$ cat config.mk
export PLATFORM = sky130hd
export DESIGN_NAME = serial_frame_deframer_top
export DESIGN_NICKNAME = d
export VERILOG_FILES = /design/src/rtl/sfd_pkg.sv /design/src/rtl/sfd_parser.sv /design/src/rtl/sfd_out_reg.sv /design/src/rtl/serial_frame_deframer_top.sv
export SDC_FILE = /design/constraint.sdc
export NUM_CORES = 1
export LEC_CHECK = 0
export BUFFER_PORTS_ARGS = -buffer_cell sky130_fd_sc_hd__buf_2
export CORE_MARGIN = 3
export CORE_UTILIZATION = 49
export CTS_BUF_LIST = sky130_fd_sc_hd__clkbuf_4
export DETAILED_ROUTE_END_ITERATION = 7
export HOLD_SLACK_MARGIN = 0.15
export PLACE_DENSITY = 0.77
export SLEW_MARGIN = 5
export SYNTH_ARGS = -nofsm -noshare
export SYNTH_HDL_FRONTEND = slang
export SYNTH_SLANG_ARGS = --single-unit
$ cat constraint.sdc
create_clock -name clk_i -period 7 [get_ports clk_i]
set_clock_uncertainty 0.1 [all_clocks]
set_input_delay 1.05 -clock clk_i [delete_from_list [all_inputs] [get_ports clk_i]]
set_output_delay 1.05 -clock clk_i [all_outputs]
set_load 0.005 [all_outputs]
$ cat src/rtl/sfd_pkg.sv
package sfd_pkg;

  localparam logic [3:0] PH_HUNT     = 4'd0;
  localparam logic [3:0] PH_VERSION  = 4'd1;
  localparam logic [3:0] PH_LEN_LO   = 4'd2;
  localparam logic [3:0] PH_LEN_HI   = 4'd3;
  localparam logic [3:0] PH_LEN_CS   = 4'd4;
  localparam logic [3:0] PH_TOPIC_LO = 4'd5;
  localparam logic [3:0] PH_TOPIC_HI = 4'd6;
  localparam logic [3:0] PH_PAYLOAD  = 4'd7;
  localparam logic [3:0] PH_DATA_CS  = 4'd8;

  localparam logic [2:0] ST_OK       = 3'd0;
  localparam logic [2:0] ST_VERSION  = 3'd1;
  localparam logic [2:0] ST_LEN_CS   = 3'd2;
  localparam logic [2:0] ST_TOO_LONG = 3'd3;
  localparam logic [2:0] ST_DATA_CS  = 3'd4;

  localparam logic [1:0] REG_SYNC    = 2'd0;
  localparam logic [1:0] REG_VERSION = 2'd1;
  localparam logic [1:0] REG_MAX     = 2'd2;

  localparam logic KIND_PAYLOAD = 1'b0;
  localparam logic KIND_END     = 1'b1;

  localparam logic [7:0] CHECK_BASE = 8'd255;

  typedef struct packed {
    logic [7:0]  sync_value;
    logic [7:0]  version_value;
    logic [15:0] max_payload;
  } sfd_cfg_t;

  typedef struct packed {
    logic        item_kind;
    logic [7:0]  payload_byte;
    logic [15:0] frame_topic;
    logic [15:0] frame_length;
    logic [2:0]  frame_status;
    logic        frame_last;
  } sfd_result_t;

endpackage

$ cat src/rtl/sfd_parser.sv
module sfd_parser (
  input  logic                clk_i,
  input  logic                rst_ni,
  input  logic                fire_i,
  input  logic [7:0]          byte_i,
  input  sfd_pkg::sfd_cfg_t   cfg_i,
  output logic                res_valid_o,
  output sfd_pkg::sfd_result_t res_o
);
  import sfd_pkg::*;

  logic [3:0]  phase_q, phase_d;
  logic [15:0] length_q, length_d;
  logic [15:0] topic_q, topic_d;
  logic [15:0] count_q, count_d;
  logic [7:0]  sum_q, sum_d;
  logic [15:0] count_inc;
  logic [7:0]  sum_add;

  assign count_inc = count_q + 16'd1;
  assign sum_add   = sum_q + byte_i;

  always_comb begin
    phase_d     = phase_q;
    length_d    = length_q;
    topic_d     = topic_q;
    count_d     = count_q;
    sum_d       = sum_q;
    res_valid_o = 1'b0;
    res_o       = '0;
    case (phase_q)
      PH_VERSION: begin
        if (byte_i != cfg_i.version_value) begin
          res_valid_o        = 1'b1;
          res_o.item_kind    = KIND_END;
          res_o.frame_status = ST_VERSION;
          res_o.frame_last   = 1'b1;
          phase_d            = PH_HUNT;
        end else begin
          phase_d = PH_LEN_LO;
        end
      end
      PH_LEN_LO: begin
        length_d = {8'd0, byte_i};
        sum_d    = byte_i;
        phase_d  = PH_LEN_HI;
      end
      PH_LEN_HI: begin
        length_d = {byte_i, length_q[7:0]};
        sum_d    = sum_add;
        phase_d  = PH_LEN_CS;
      end
      PH_LEN_CS: begin
        if (byte_i != (CHECK_BASE - sum_q)) begin
          res_valid_o        = 1'b1;
          res_o.item_kind    = KIND_END;
          res_o.frame_length = length_q;
          res_o.frame_status = ST_LEN_CS;
          res_o.frame_last   = 1'b1;
          phase_d            = PH_HUNT;
        end else if (length_q > cfg_i.max_payload) begin
          res_valid_o        = 1'b1;
          res_o.item_kind    = KIND_END;
          res_o.frame_length = length_q;
          res_o.frame_status = ST_TOO_LONG;
          res_o.frame_last   = 1'b1;
          phase_d            = PH_HUNT;
        end else begin
          phase_d = PH_TOPIC_LO;
        end
      end
      PH_TOPIC_LO: begin
        topic_d = {8'd0, byte_i};
        sum_d   = byte_i;
        phase_d = PH_TOPIC_HI;
      end
      PH_TOPIC_HI: begin
        topic_d = {byte_i, topic_q[7:0]};
        sum_d   = sum_add;
        count_d = '0;
        phase_d = (length_q == 16'd0) ? PH_DATA_CS : PH_PAYLOAD;
      end
      PH_PAYLOAD: begin
        sum_d              = sum_add;
        count_d            = count_inc;
        if (count_inc == length_q) begin
          phase_d = PH_DATA_CS;
        end
        res_valid_o        = 1'b1;
        res_o.item_kind    = KIND_PAYLOAD;
        res_o.payload_byte = byte_i;
        res_o.frame_topic  = topic_q;
        res_o.frame_length = length_q;
      end
      PH_DATA_CS: begin
        res_valid_o        = 1'b1;
        res_o.item_kind    = KIND_END;
        res_o.frame_topic  = topic_q;
        res_o.frame_length = length_q;
        res_o.frame_status = (byte_i == (CHECK_BASE - sum_q)) ? ST_OK : ST_DATA_CS;
        res_o.frame_last   = 1'b1;
        phase_d            = PH_HUNT;
      end
      default: begin
        // hunting: anything but sync is dropped
        phase_d = (byte_i == cfg_i.sync_value) ? PH_VERSION : PH_HUNT;
      end
    endcase
  end

  always_ff @(posedge clk_i or negedge rst_ni) begin
    if (!rst_ni) begin
      phase_q  <= PH_HUNT;
      length_q <= '0;
      topic_q  <= '0;
      count_q  <= '0;
      sum_q    <= '0;
    end else if (fire_i) begin
      phase_q  <= phase_d;
      length_q <= length_d;
      topic_q  <= topic_d;
      count_q  <= count_d;
      sum_q    <= sum_d;
    end
  end

endmodule

$ cat src/rtl/sfd_out_reg.sv
module sfd_out_reg (
  input  logic                 clk_i,
  input  logic                 rst_ni,
  input  logic                 res_valid_i,
  input  sfd_pkg::sfd_result_t res_i,
  output logic                 slot_free_o,
  output logic                 out_valid_o,
  input  logic                 out_stall_i,
  output sfd_pkg::sfd_result_t res_o
);
  import sfd_pkg::*;

  logic        valid_q;
  sfd_result_t data_q;

  // slot opens when empty or when the held word leaves this edge
  assign slot_free_o = !valid_q || !out_stall_i;
  assign out_valid_o = valid_q;
  assign res_o       = data_q;

  always_ff @(posedge clk_i or negedge rst_ni) begin
    if (!rst_ni) begin
      valid_q <= 1'b0;
    end else if (slot_free_o) begin
      valid_q <= res_valid_i;
    end
  end

  always_ff @(posedge clk_i) begin
    if (slot_free_o && res_valid_i) begin
      data_q <= res_i;
    end
  end

endmodule

$ cat src/rtl/serial_frame_deframer_top.sv
// serial frame deframer
// input channel: one stream byte per word on in_byte_i, in_valid_i / in_stall_o.
// output channel: one result word per payload byte (item_kind_o = 0) and one
// closing word per frame (item_kind_o = 1, frame_last_o = 1) with topic, length
// and status. a non-ok status tells the consumer to drop that frame's payload.
// config port: cfg_we_i with cfg_idx_i 0 sync value, 1 version value,
// 2 max payload length; cfg_data_i low bits hold the value. write while idle.
// a byte accepted into the input register is parsed from there and its result,
// if any, is then registered in the output register before it shows on the output.
// throughput: one byte per cycle while the output is not stalled; the frame
// phase, length, topic, byte count and running checksum all update in the single
// parse step between the input register and the output register.
// sync hunting and header bytes that pass every check produce no output word.
// reset: hunting for sync, registers back to sync 255, version 254, max 512,
// both pipeline registers empty.
// receiver stall: the output register holds its word and the parse step waits;
// in_stall_o rises at once when the input register holds a byte, otherwise one
// more byte is taken into the input register first.
module serial_frame_deframer_top (
  input  logic        clk_i,
  input  logic        rst_ni,
  input  logic        in_valid_i,
  output logic        in_stall_o,
  input  logic [7:0]  in_byte_i,
  input  logic        cfg_we_i,
  input  logic [1:0]  cfg_idx_i,
  input  logic [15:0] cfg_data_i,
  output logic        out_valid_o,
  input  logic        out_stall_i,
  output logic        item_kind_o,
  output logic [7:0]  payload_byte_o,
  output logic [15:0] frame_topic_o,
  output logic [15:0] frame_length_o,
  output logic [2:0]  frame_status_o,
  output logic        frame_last_o
);
  import sfd_pkg::*;

  sfd_cfg_t    cfg_q;
  logic        in_valid_q;
  logic [7:0]  in_byte_q;
  logic        slot_free;
  logic        fire;
  logic        res_valid;
  sfd_result_t res;
  sfd_result_t out_res;

  assign fire       = in_valid_q && slot_free;
  assign in_stall_o = in_valid_q && !slot_free;

  always_ff @(posedge clk_i or negedge rst_ni) begin
    if (!rst_ni) begin
      cfg_q.sync_value    <= 8'd255;
      cfg_q.version_value <= 8'd254;
      cfg_q.max_payload   <= 16'd512;
    end else if (cfg_we_i) begin
      case (cfg_idx_i)
        REG_SYNC:    cfg_q.sync_value    <= cfg_data_i[7:0];
        REG_VERSION: cfg_q.version_value <= cfg_data_i[7:0];
        REG_MAX:     cfg_q.max_payload   <= cfg_data_i;
        default:     ;
      endcase
    end
  end

  always_ff @(posedge clk_i or negedge rst_ni) begin
    if (!rst_ni) begin
      in_valid_q <= 1'b0;
    end else if (!in_stall_o) begin
      in_valid_q <= in_valid_i;
    end
  end

  always_ff @(posedge clk_i) begin
    if (in_valid_i && !in_stall_o) begin
      in_byte_q <= in_byte_i;
    end
  end

  sfd_parser u_parser (
    .clk_i      (clk_i),
    .rst_ni     (rst_ni),
    .fire_i     (fire),
    .byte_i     (in_byte_q),
    .cfg_i      (cfg_q),
    .res_valid_o(res_valid),
    .res_o      (res)
  );

  sfd_out_reg u_out_reg (
    .clk_i      (clk_i),
    .rst_ni     (rst_ni),
    .res_valid_i(fire && res_valid),
    .res_i      (res),
    .slot_free_o(slot_free),
    .out_valid_o(out_valid_o),
    .out_stall_i(out_stall_i),
    .res_o      (out_res)
  );

  assign item_kind_o    = out_res.item_kind;
  assign payload_byte_o = out_res.payload_byte;
  assign frame_topic_o  = out_res.frame_topic;
  assign frame_length_o = out_res.frame_length;
  assign frame_status_o = out_res.frame_status;
  assign frame_last_o   = out_res.frame_last;

endmodule

---- Word level (Yosys, flattened, before mapping) ----
Index checks and enable logic that the tools add are counted.
storage, ports and cells
  logic and storage cells ................. 92
  output and inout bits ................... 47
  flip-flop bits (word level) ............. 147
  input bits .............................. 31
operators by class
  equal/unequal tests ..................... 16
  reductions and logical operators ........ 29
  bitwise gates (word level) .............. 2
  magnitude comparators ................... 1
  multiplexer cells ....................... 22
  add/subtract/negate cells ............... 3
operator list
  cell                     number
  $pmux W16 S2             4
  $mux W20                 2
  $pmux W4 S8              1
  $add A16 B1 Y16 const B  1
  $eq A16 B16 Y1           1
  $eq A4 B3 Y1 const B     4
  $eq A8 B8 Y1             2
  $gt A16 B16 Y1           1
  $logic_not A16 Y1        1
  $ne A8 B8 Y1             2
  $pmux W8 S2              1
  $reduce_and A2 Y1        8
  $pmux W4 S3              1
  $mux W3                  3
  $add A8 B8 Y8            1
  $eq A4 B2 Y1 const B     2
  $mux W4                  2
  $reduce_bool A2 Y1       4
  $sub A8 B8 Y8 const A    1
  $pmux W1 S3              2
  $reduce_and A3 Y1        2
  $logic_and A1 B1 Y1      5
  $eq A4 B1 Y1 const B     1
  $eq A4 B4 Y1 const B     1
  other kinds (11)         20

---- Longest topological paths before layout ----
Gate-level depths: netlist (run 1).
  depth in word-level cells ............... 6
  mapped depth ............................ 10

---- Cells and area by module ----
From an unflattened synthesis (run 1), not the netlist that was laid out.
second synthesis, totals
  cells, all modules ...................... 666
  area, all modules ....................... 7450.9 µm²
by module, submodules not included
  module                     times used  cells an instance  area an instance (µm²)  sequential area each (µm²)
  sfd_parser                 1           534                4509.3                  1501.4
  serial_frame_deframer_top  1           83                 1542.7                  1086.0
  sfd_out_reg                1           49                 1398.8                  1376.3

---- Worst setup path after synthesis (run 1) ----
Ideal clock, no wire load.
  path kind ............................... reg2reg
  start ................................... register cfg_q[9] (netlist bit)
  end ..................................... register u_out_reg.data_q, in the netlist u_out_reg.res_o[10], enable pin
  cell stages (with the launch flop) ...... 10
  setup time .............................. 0.460 ns
  setup slack ............................. 2.337 ns
  arrival time ............................ 4.103 ns
  clock period less this slack ............ 4.663 ns
  cell sequence ........................... dfstp_2 -> inv_1 -> ha_1 -> nand4_1 -> or4_4 -> a21oi_1 -> or3_2 -> a21oi_4 -> o21a_1 -> a21oi_1
between the ends
  longest elaborated chain between the ends .. 6
ends and longest elaborated chain
  item                  line                             text
  start, declared       serial_frame_deframer_top.sv:39  sfd_cfg_t cfg_q;
  $gt A16 B16 Y1        sfd_parser.sv:61                 end else if (length_q > cfg_i.max_payload) begin
  $mux W1               sfd_parser.sv:61
  $mux W1               sfd_parser.sv:54                 if (byte_i != (CHECK_BASE - sum_q)) begin
  $pmux W1 S3           sfd_parser.sv:31                 case (phase_q)
  $logic_and A1 B1 Y1   serial_frame_deframer_top.sv:93  .res_valid_i(fire && res_valid),
  $logic_and A1 B1 Y1   sfd_out_reg.sv:30                if (slot_free_o && res_valid_i) begin
  end signal, assigned  sfd_out_reg.sv:31                data_q <= res_i;
  end, declared         sfd_out_reg.sv:14                sfd_result_t data_q;
No other way between the ends.
A chain may end at the register's enable or synchronous reset.

---- Worst setup path in the final report (run 1) ----
  start ................................... register cfg_q[9] (netlist bit)
  end ..................................... register u_out_reg.data_q, in the netlist u_out_reg.res_o[12], enable pin
The elaborated chain is that of the path after synthesis.

==> out/results.tsv, run 1 <==
metric	value	unit
synth-seq-cells	146	
synth_area	7500	um^2
synthTopCellsByArea	dfrtp_1, edfxtp_1, mux2_2, dfstp_2, ha_1	
reg2reg_to	u_out_reg.res_o[12]$_DFFE_PP_	
grt_pass1_wl	27.4	mm
r2r-start	cfg_q[9]$_DFFE_PN1P_	
dr.pass1.iters	5	
grt_start_max_net_pins	52	
outcome	complete, no violations	
design.die.area	16800	um^2
worst_ep_required_time	7080	ps
clockBufferDepth	2	
grt.overflow.total	0	
finalSetupViolations	0	
grtUsageMet1	0.289	
path_depth	10	
ir_drop	204	uV
async_flop_share	0.644	
synthTopCellsByCount	dfrtp_1, nand2_1, edfxtp_1	
p_per_area	370	nW/um^2
ys_seq_area_frac	0.525	
drive_gt1_frac	0.281	
drtAntennaViolNets	0	
grt_pass1_vias	5319	
gp_congestion	0.946	
cts_tree	built	
relSlewSlack	0.288	
io_buffers	77	
period_share	0.497	
synth_edf_count	52	
fillers	1260	
critPathCaptureType	flop	
antenna_found_initial	1	
worstSetupPathType	reg -> reg	
clock_latency	550	ps
cts_resized	0	
yosysTopAreaCell	dfrtp_1	
slew_violations	0	
cts_sinks	146	
die_y	130	um
drcViolationCount	0	
die_w	130	um
use_met2	0.337	
placementRows	44	
synth_ff_type	dfrtp_1	
worst_pin_slew	1070	ps
clk_pin_slew	130	ps
track_usage	0.211	
hold_path_class	in -> async	
p_leak	3.54	nW
cp_top_family	simple AND/OR/NAND/NOR gates	
synth.most_common_cell	dfrtp_1	
dp_hpwl	12.2	mm
fmax	287	MHz
post_cts_buffers	0	
drt-initial-drc-count	357	
pwr-share-clk	0.202	
synth-warning-count	0	
p_int	0.00199	W
h-tree-depth	4	
cp_cell_sequence	inv_1 -> ha_1 -> nand4_1 -> or4_4 -> a21oi_1 -> or3_2 -> a21oi_4 -> o21a_1 -> a21oi_4 -> buf_4	
hold_buffers	0	
pwr-share-seq	0.460	
rsz0062_at_grt	no	
synth_cell_type_count	67	
p_switching	0.00110	W
startpoint_type	flop	
initial_core_util	0.508	
wl_per_cell	18.3	um
synth_top_area_share	0.260	
hold_violations	0	
syn_area_per_cell	11.1	um^2
cp-endpoint	u_out_reg.res_o[12]$_DFFE_PP_	
num_io_pins	78	
cpPeakStageDelay	560	ps
crit_path_frequent_cell	a21oi_4	
utilization	0.564	
cts_buffers	17	
maxCapViolations	0	
tns	0	ps
final_area	8330	um^2
syn_inst	673	
dpl_cell_area	7980	um^2
critPathSlowestCell	or4_4	
arrival	3570	ps
worstPathMaxFanout	35	
combPwrFrac	0.338	
grt.met3_usage	0.0462	
via_per_inst	5.73	
worstRegToRegCells	10	
core	14800	um^2
grt_busiest_layer	met2	
r2r_slack	3520	ps
min_period	3480	ps
cts-root-buf	clkbuf_4	
syn-num-nets	729	
finalWirelength	17.1	mm
nNetsFinal	793	
cp.buffers_inverters	2	
critPathLaunch	cfg_q[9]$_DFFE_PN1P_	
swShare	0.356	
num_vias	5357	
syn_to_final_growth	11.1	%
worst register-to-register path, cell delays in order (launching register included):
cell	delay, ps
dfstp_2	550
inv_1	40
ha_1	290
nand4_1	160
or4_4	560
a21oi_1	140
or3_2	160
a21oi_4	80
o21a_1	230
a21oi_4	320
buf_4	480
cell type report:
type	count	area, um^2	share of cell area
Sequential cell	146	3930	0.472
Multi-Input combinational cell	469	3320	0.399
Timing Repair Buffer	80	410	0.0493
Tap cell	184	230	0.0277
Clock inverter	12	189	0.0227
Clock buffer	20	150	0.0180
Inverter	23	86.3	0.0104
Antenna cell	1	2.50	0.000301
cell families (layout without fill, tap and decap cells):
logic type	after synthesis	in the layout	synth area share
simple gates	233	233	0.178
flops	146	146	0.525
buf+inv	58	135	0.0334
compound gates	119	119	0.0987
other cells	0	1	0
xor+xnor	46	46	0.0537
mux	46	46	0.0691
fa+ha+maj	25	25	0.0427
through the flow:
step	hold WS (ps)	setup slack (ps)	std cells	power [W]
2_1_floorplan	342	2340	673	0.00213
3_3_place_gp	366	3630	902	0.00241
3_5_place_dp	367	3460	902	0.00247
4_1_cts	370	3520	934	0.00310
5_1_grt	387	3320	935	0.00329
6_report	382	3520	935	0.00308
metal layers:
layer,vias up,share of wire
met3,27,0.075
met2,208,0.47
met1,2612,0.43
met5,-,0
li1,2510,-
met4,0,0.020
cells in the final DEF (no fill, tap or decap), types with 4 or more instances in the layout:
cell	synthesis	layout
xor2_1	19	19
o21a_1	4	4
bufinv_16	0	5
a21oi_1	23	22
buf_4	3	4
dfstp_2	16	16
a211oi_1	4	4
nor2b_1	20	20
nor2_1	38	38
nand4_1	8	8
and2_4	10	10
and2_1	18	18
edfxtp_1	52	52
o21ai_0	49	49
buf_2	3	76
dfrtp_1	78	78
nand2_1	72	72
nand3_1	15	15
mux2_2	46	46
o31ai_1	9	9
nor4_1	8	8
nand3b_1	5	5
and3_1	6	6
a31oi_1	8	8
xnor2_1	27	27
nor3_1	4	4
clkbuf_4	0	20
nand2b_1	4	4
inv_1	23	23
ha_1	24	24
registers in the layout (all words and copies together), names as in the netlist:
name / flops
u_out_reg.out_valid_o: 1
u_parser.count_q: 16
in_valid_q: 1
u_parser.topic_q: 16
u_parser.sum_q: 8
u_parser.phase_q: 4
cfg_q: 32
u_parser.length_q: 16
in_byte_q: 8
u_out_reg.res_o: 44
power groups by stage:
stage	logic (W)	clock network [W]	registers (W)
after detailed placement	0.00104	0	0.00144
after global placement	0.000993	0	0.00142
after global routing	0.00117	0.000671	0.00145
after CTS	0.00104	0.000637	0.00142
after floorplan	0.000792	0	0.00134
final	0.00104	0.000624	0.00142
worst min-delay path by stage:
stage / from / end / slack, ps / cells past startpoint
floorplan: u_parser.topic_q[1]$_DFFE_PN0P_ / u_parser.topic_q[1]$_DFFE_PN0P_ / 340 / 2
global placement: u_parser.topic_q[1]$_DFFE_PN0P_ / u_parser.topic_q[1]$_DFFE_PN0P_ / 370 / 2
detailed placement: u_parser.topic_q[1]$_DFFE_PN0P_ / u_parser.topic_q[1]$_DFFE_PN0P_ / 370 / 2
CTS: rst_ni / u_parser.count_q[9]$_DFFE_PN0P_ / 370 / 1
global route: rst_ni / u_parser.count_q[8]$_DFFE_PN0P_ / 390 / 1
finish: rst_ni / u_parser.count_q[11]$_DFFE_PN0P_ / 380 / 1
No activity file was read; power rests on OpenSTA's default activity.
==> run 2, diff against run 1 <==
==> constraint.sdc (replaced) <==
create_clock -name clk_i -period 3.4 [get_ports clk_i]
set_clock_uncertainty 0.1 [all_clocks]
set_input_delay 0.51 -clock clk_i [delete_from_list [all_inputs] [get_ports clk_i]]
set_output_delay 0.51 -clock clk_i [all_outputs]
set_load 0.005 [all_outputs]
==> run 2 against run 1 <==
Clock-buffer cell count increased by 2. Largest cell class unchanged. Total power increased by 100%. Core utilization increased by 1.7 points. Routed wire length increased by 1.0%. Clock power increased by 67%. Critical path type unchanged. Die area unchanged. Combinational power increased by 110%. Worst setup slack got worse by 3200 ps.
==> out/results.tsv, run 2 (synthesis gave the netlist of run 1 again) <==
metric	value	unit	change
outcome	complete, no violations		unchanged
min_period	3090	ps	was 3480 ps
p_int	0.00393	W	was 0.00199 W
design.die.area	16800	um^2	unchanged
wl_per_cell	17.8	um	was 18.3 um
gp_congestion	0.933		was 0.946
drtAntennaViolNets	0		unchanged
num_io_pins	78		unchanged
die_w	130	um	unchanged
crit_path_frequent_cell	a21oi_4		unchanged
dr.pass1.iters	8		was 5
p_per_area	720	nW/um^2	was 370 nW/um^2
h-tree-depth	4		unchanged
arrival	3220	ps	was 3570 ps
num_vias	5444		was 5357
fillers	1218		was 1260
multi_input_area	3320	um^2	unchanged
placementRows	44		unchanged
relSlewSlack	0.269		was 0.288
ir_drop	371	uV	was 204 uV
largest_reg_flops	44		unchanged
final_area	8580	um^2	was 8330 um^2
io_buffers	77		unchanged
fmax	324	MHz	was 287 MHz
tns	0	ps	unchanged
met1Wirelength	7.78	mm	was 7.40 mm
wl_met2	7.96	mm	was 8.05 mm
hold_path_class	in -> reg		was in -> async
finalSetupViolations	0		unchanged
initial_core_util	0.508		unchanged
cpPeakStageDelay	540	ps	was 560 ps
seqCellArea	3930	um^2	unchanged
r2r_slack	310	ps	was 3520 ps
die_y	130	um	unchanged
slew_violations	0		unchanged
worstPathMaxFanout	40		was 35
final_cell_mix	dfrtp_1, buf_2, nand2_1		unchanged
placedCellCount	910		was 902
clk_pin_slew	120	ps	was 130 ps
clockBufferDepth	2		unchanged
via_per_inst	5.62		was 5.73
hold_violations	0		unchanged
grt.overflow.total	0		unchanged
final_common_cell	dfrtp_1		unchanged
cts_resized	0		unchanged
cts-root-buf	clkbuf_4		unchanged
syn_to_final_growth	14.4	%	was 11.1%
grt_pass1_vias	5322		was 5319
cts_buffers	17		unchanged
drt-initial-drc-count	373		was 357
track_usage	0.213		was 0.211
cp_cell_sequence	inv_1 -> ha_1 -> nand4_1 -> or4_4 -> a21oi_1 -> or3_2 -> a21oi_4 -> o21a_1 -> a21oi_4 -> buf_12		was inv_1 -> ha_1 -> nand4_1 -> or4_4 -> a21oi_1 -> or3_2 -> a21oi_4 -> o21a_1 -> a21oi_4 -> buf_4
p_switching	0.00225	W	was 0.00110 W
rsz0062_at_grt	no		unchanged
critPathSlowestCell	dfstp_2		was or4_4
worstSetupPathType	reg -> reg		unchanged
swShare	0.364		was 0.356
cts_sinks	146		unchanged
clock_latency	540	ps	was 550 ps
critPathCaptureType	flop		unchanged
dpl_cell_area	8060	um^2	was 7980 um^2
instances_no_fill	969		was 935
drcViolationCount	0		unchanged
dp_hpwl	12.3	mm	was 12.2 mm
worst_ep_required_time	3530	ps	was 7080 ps
pwr-share-clk	0.169		was 0.202
worst_pin_slew	1100	ps	was 1070 ps
wl_met3	1.09	mm	was 1.28 mm
topRoutingLayerUsed	met4		unchanged
startpoint_type	flop		unchanged
maxCapViolations	0		unchanged
p_leak	3.65	nW	was 3.54 nW
antenna_found_initial	0		was 1
grt_pass1_wl	27.7	mm	was 27.4 mm
pwr-share-seq	0.471		was 0.460
grt_start_max_net_pins	85		was 52
combPwrFrac	0.360		was 0.338
period_share	0.907		was 0.497
nNetsFinal	827		was 793
finalWirelength	17.2	mm	was 17.1 mm
cts_tree	built		unchanged
core	14800	um^2	unchanged
drive_gt1_frac	0.273		was 0.281
run 2: cell types whose count changed in the layout (fill, tap and decap cells not counted), sizes merged:
cell and change:
clkinv +4, inv -3, bufinv -3, clkbuf +2, dlygate4sd3 +26, buf +8
run 2: stage by stage:
stage               setup slack [ps]  total power [W]  hold slack [ps]   util
floorplan                        150          0.00439              114      -
global placement                 455          0.00500              362  0.546
detailed placement               367          0.00513              372  0.546
CTS                              340          0.00620              154  0.581
global route                     200          0.00659              173  0.581
finish                           315          0.00618              204  0.581
run 2: path summary, 6_finish.rpt:
check	start	endpoint	cells after the start
setup / recovery	cfg_q[9]$_DFFE_PN1P_	u_out_reg.res_o[13]$_DFFE_PP_	10
hold reg to reg	u_parser.topic_q[1]$_DFFE_PN0P_	u_parser.topic_q[1]$_DFFE_PN0P_	2
min in group asynchronous	rst_ni	u_parser.count_q[11]$_DFFE_PN0P_	2
max in group asynchronous	rst_ni	cfg_q[26]$_DFFE_PN1P_	3
hold / removal	out_stall_i	in_valid_q$_DFFE_PN0N_	3
setup reg to reg	cfg_q[9]$_DFFE_PN1P_	u_out_reg.res_o[13]$_DFFE_PP_	10
run 2: power groups by stage:
stage / clock network [W] / registers [W] / logic, W
floorplan: 0 / 0.00275 / 0.00165
global placement: 0 / 0.00289 / 0.00210
detailed placement: 0 / 0.00294 / 0.00219
CTS: 0.00107 / 0.00290 / 0.00222
global route: 0.00114 / 0.00297 / 0.00248
finish: 0.00104 / 0.00291 / 0.00223
run 2: final cells by class:
class	instances	area share
sequential	146	0.459
multi-input combinational	469	0.387
timing repair buffer	114	0.0866
tap	184	0.0268
clock buffer	22	0.0193
clock inverter	10	0.0109
inverter	23	0.0101
antenna	1	0.000292
run 2: worst max-delay path: cells and delay by family (launching register included):
kind / cells / cell delay [ps]
AO/OA/AOI/OAI: 4 / 680
buffers and inverters: 2 / 300
flip-flops: 1 / 540
adder cells (fa/ha/maj): 1 / 290
AND/OR/NAND/NOR: 3 / 830
run 2: timing repair:
item / 4_1_cts / 5_1_grt
hold buffers: 26 / 0
buffers inserted: 0 / 0
hold endpoints to repair: 119 / 0
run 2: layer usage:
metal / vias up / global-route usage
met1: 2631 / 0.298
met5: - / 0
met4: 0 / 0.0660
met3: 38 / 0.0478
met2: 197 / 0.333
li1: 2578 / -
==> run 3, diff against run 2 <==
--- a/config.mk
+++ b/config.mk
@@ -12,6 +12,7 @@
 export DETAILED_ROUTE_END_ITERATION = 7
 export HOLD_SLACK_MARGIN = 0.15
 export PLACE_DENSITY = 0.77
+export RECOVER_POWER = 25
 export SLEW_MARGIN = 5
 export SYNTH_ARGS = -nofsm -noshare
 export SYNTH_HDL_FRONTEND = slang
==> constraint.sdc (replaced) <==
create_clock -name clk_i -period 3.4 [get_ports clk_i]
set_clock_uncertainty 0.1 [all_clocks]
set_input_delay 0.68 -clock clk_i [delete_from_list [all_inputs] [get_ports clk_i]]
set_output_delay 0.68 -clock clk_i [all_outputs]
set_load 0.005 [all_outputs]
==> run 3 against run 2 <==
Worst setup slack improved by 45 ps. Non-clock buffer count fell by 26. Clock power rose by 9%. Clock-buffer cell count rose by 1. Die area did not move. Worst hold slack barely moved. Fmax rose by 1.5%. Critical path type unchanged. Highest routed layer unchanged.
==> out/results.tsv, run 3 (synthesis gave the netlist of run 1 again) <==
metric	value	unit	change
tns	0	ps	unchanged
outcome	complete, no violations		unchanged
dp_hpwl	12.1	mm	was 12.3 mm
finalWirelength	16.9	mm	was 17.2 mm
final_cell_mix	dfrtp_1, buf_2, nand2_1		unchanged
via_per_inst	5.62		about the same
utilization	0.565		was 0.581
maxCapViolations	0		unchanged
drtAntennaViolNets	0		unchanged
topRoutingLayerUsed	met4		unchanged
core	14800	um^2	unchanged
grt_pass1_vias	5150		was 5322
design.die.area	16800	um^2	unchanged
wl_met3	1.21	mm	was 1.09 mm
met1Wirelength	7.83	mm	was 7.78 mm
placementRows	44		unchanged
final_common_cell	dfrtp_1		unchanged
r2r-start	cfg_q[9]$_DFFE_PN1P_		unchanged
clk_pin_slew	110	ps	was 120 ps
period_share	0.894		was 0.907
dp_slack	392	ps	was 367 ps
drcViolationCount	0		unchanged
slew_violations	0		unchanged
num_io_pins	78		unchanged
wl_met2	7.55	mm	was 7.96 mm
critPathCaptureType	flop		unchanged
io_buffers	77		unchanged
dr.pass1.iters	6		was 8
grt.overflow.total	0		unchanged
hold_path_class	in -> reg		unchanged
worstSetupPathType	reg -> reg		unchanged
grt_pass1_wl	27.0	mm	was 27.7 mm
drive_gt1_frac	0.281		was 0.273
initial_core_util	0.508		unchanged
relSlewSlack	0.206		was 0.269
cts-root-buf	clkbuf_4		unchanged
die_w	130	um	unchanged
arrival	3190	ps	was 3220 ps
rsz0062_at_grt	no		unchanged
worst_pin_slew	1190	ps	was 1100 ps
antenna_found_initial	1		was 0
worst_ep_required_time	3550	ps	was 3530 ps
cts_sinks	146		unchanged
cts_tree	built		unchanged
startpoint_type	flop		unchanged
hold_violations	0		unchanged
p_leak	3.54	nW	was 3.65 nW
gp_congestion	0.951		was 0.933
num_vias	5301		was 5444
die_y	130	um	unchanged
min_period	3040	ps	was 3090 ps
fin_ws	359	ps	was 315 ps
critPathLaunch	cfg_q[9]$_DFFE_PN1P_		unchanged
nNetsFinal	801		was 827
cts_buffers	17		unchanged
clock_latency	560	ps	was 540 ps
drt-initial-drc-count	458		was 373
largest_reg_flops	44		unchanged
post_cts_buffers	0		unchanged
h-tree-depth	4		unchanged
hp-start	in_byte_i[7]		was out_stall_i
worstPathMaxFanout	40		unchanged
track_usage	0.210		was 0.213
p_per_area	748	nW/um^2	was 720 nW/um^2
syn_to_final_growth	11.3	%	was 14.4%
grt_start_max_net_pins	51		was 85
cts_resized	0		unchanged
clockBufferDepth	2		unchanged
wl_per_cell	17.9	um	was 17.8 um
finalSetupViolations	0		unchanged
fmax	329	MHz	was 324 MHz
ir_drop	357	uV	was 371 uV
run 3: cell types whose count changed in the layout (fill, tap and decap cells not counted), sizes merged:
| cell | change |
|---|---|
| buf | -5 |
| bufinv | +1 |
| clkbuf | +5 |
| clkinv | -2 |
| dlygate4sd3 | -25 |
run 3: worst max-delay path, stage by stage, from the launching register on:
cell and delay [ps]:
dfstp_2 540, inv_1 40, ha_1 280, nand4_1 120, or4_4 540, a21oi_1 110
or3_2 150, a21oi_4 80, o21a_1 240, a21oi_4 250, buf_12 270
run 3: worst paths after layout:
check	cells after the start	end	slack, ps
max	10	u_out_reg.res_o[26]$_SDFFCE_PP0P_	360
min	1	in_byte_q[7]$_DFFE_PP_	200
max reg2reg	10	u_out_reg.res_o[26]$_SDFFCE_PP0P_	360
min reg2reg	2	u_parser.topic_q[1]$_DFFE_PN0P_	400
max in group asynchronous	3	u_parser.sum_q[7]$_DFFE_PN0P_	630
min in group asynchronous	2	u_parser.count_q[13]$_DFFE_PN0P_	790
run 3: layer usage:
layer  vias to the layer above  GRT usage
met5                         -          0
met4                         0     0.0715
met3                        27     0.0499
met2                       199      0.317
met1                      2549      0.300
li1                       2526          -
run 3: report_power, final:
part,switching (W),leakage [nW],internal (W)
Combinational,0.00120,1.73,0.00101
Clock,0.000585,0.165,0.000549
Sequential,0.000470,1.65,0.00244
Total,0.00225,3.54,0.00399
run 3: per-stage QoR:
stage	cells	hold slack, ps	power (W)	cell area (um^2)
after floorplan	673	284	0.00439	7510
after global placement	909	361	0.00500	8060
after detailed placement	909	369	0.00512	8060
after CTS	942	169	0.00625	8360
after global routing	943	158	0.00667	8340
final	943	204	0.00624	8340
run 3: repair_timing:
item / 4_1_cts / 5_1_grt
setup endpoints to repair: 0 / 0
hold buffers: 1 / 0
endpoints found under the hold margin: 43 / 0
run 3: cell type report:
| cell class | count | area, um^2 |
|---|---|---|
| clock inverters | 9 | 116 |
| inverters | 23 | 86.3 |
| flip-flops and latches | 146 | 3930 |
| multi-input cells | 469 | 3320 |
| fillers | 1264 | 6410 |
| diodes | 1 | 2.50 |
| well taps | 184 | 230 |
| clock buffers | 23 | 173 |
| repair buffers | 88 | 475 |
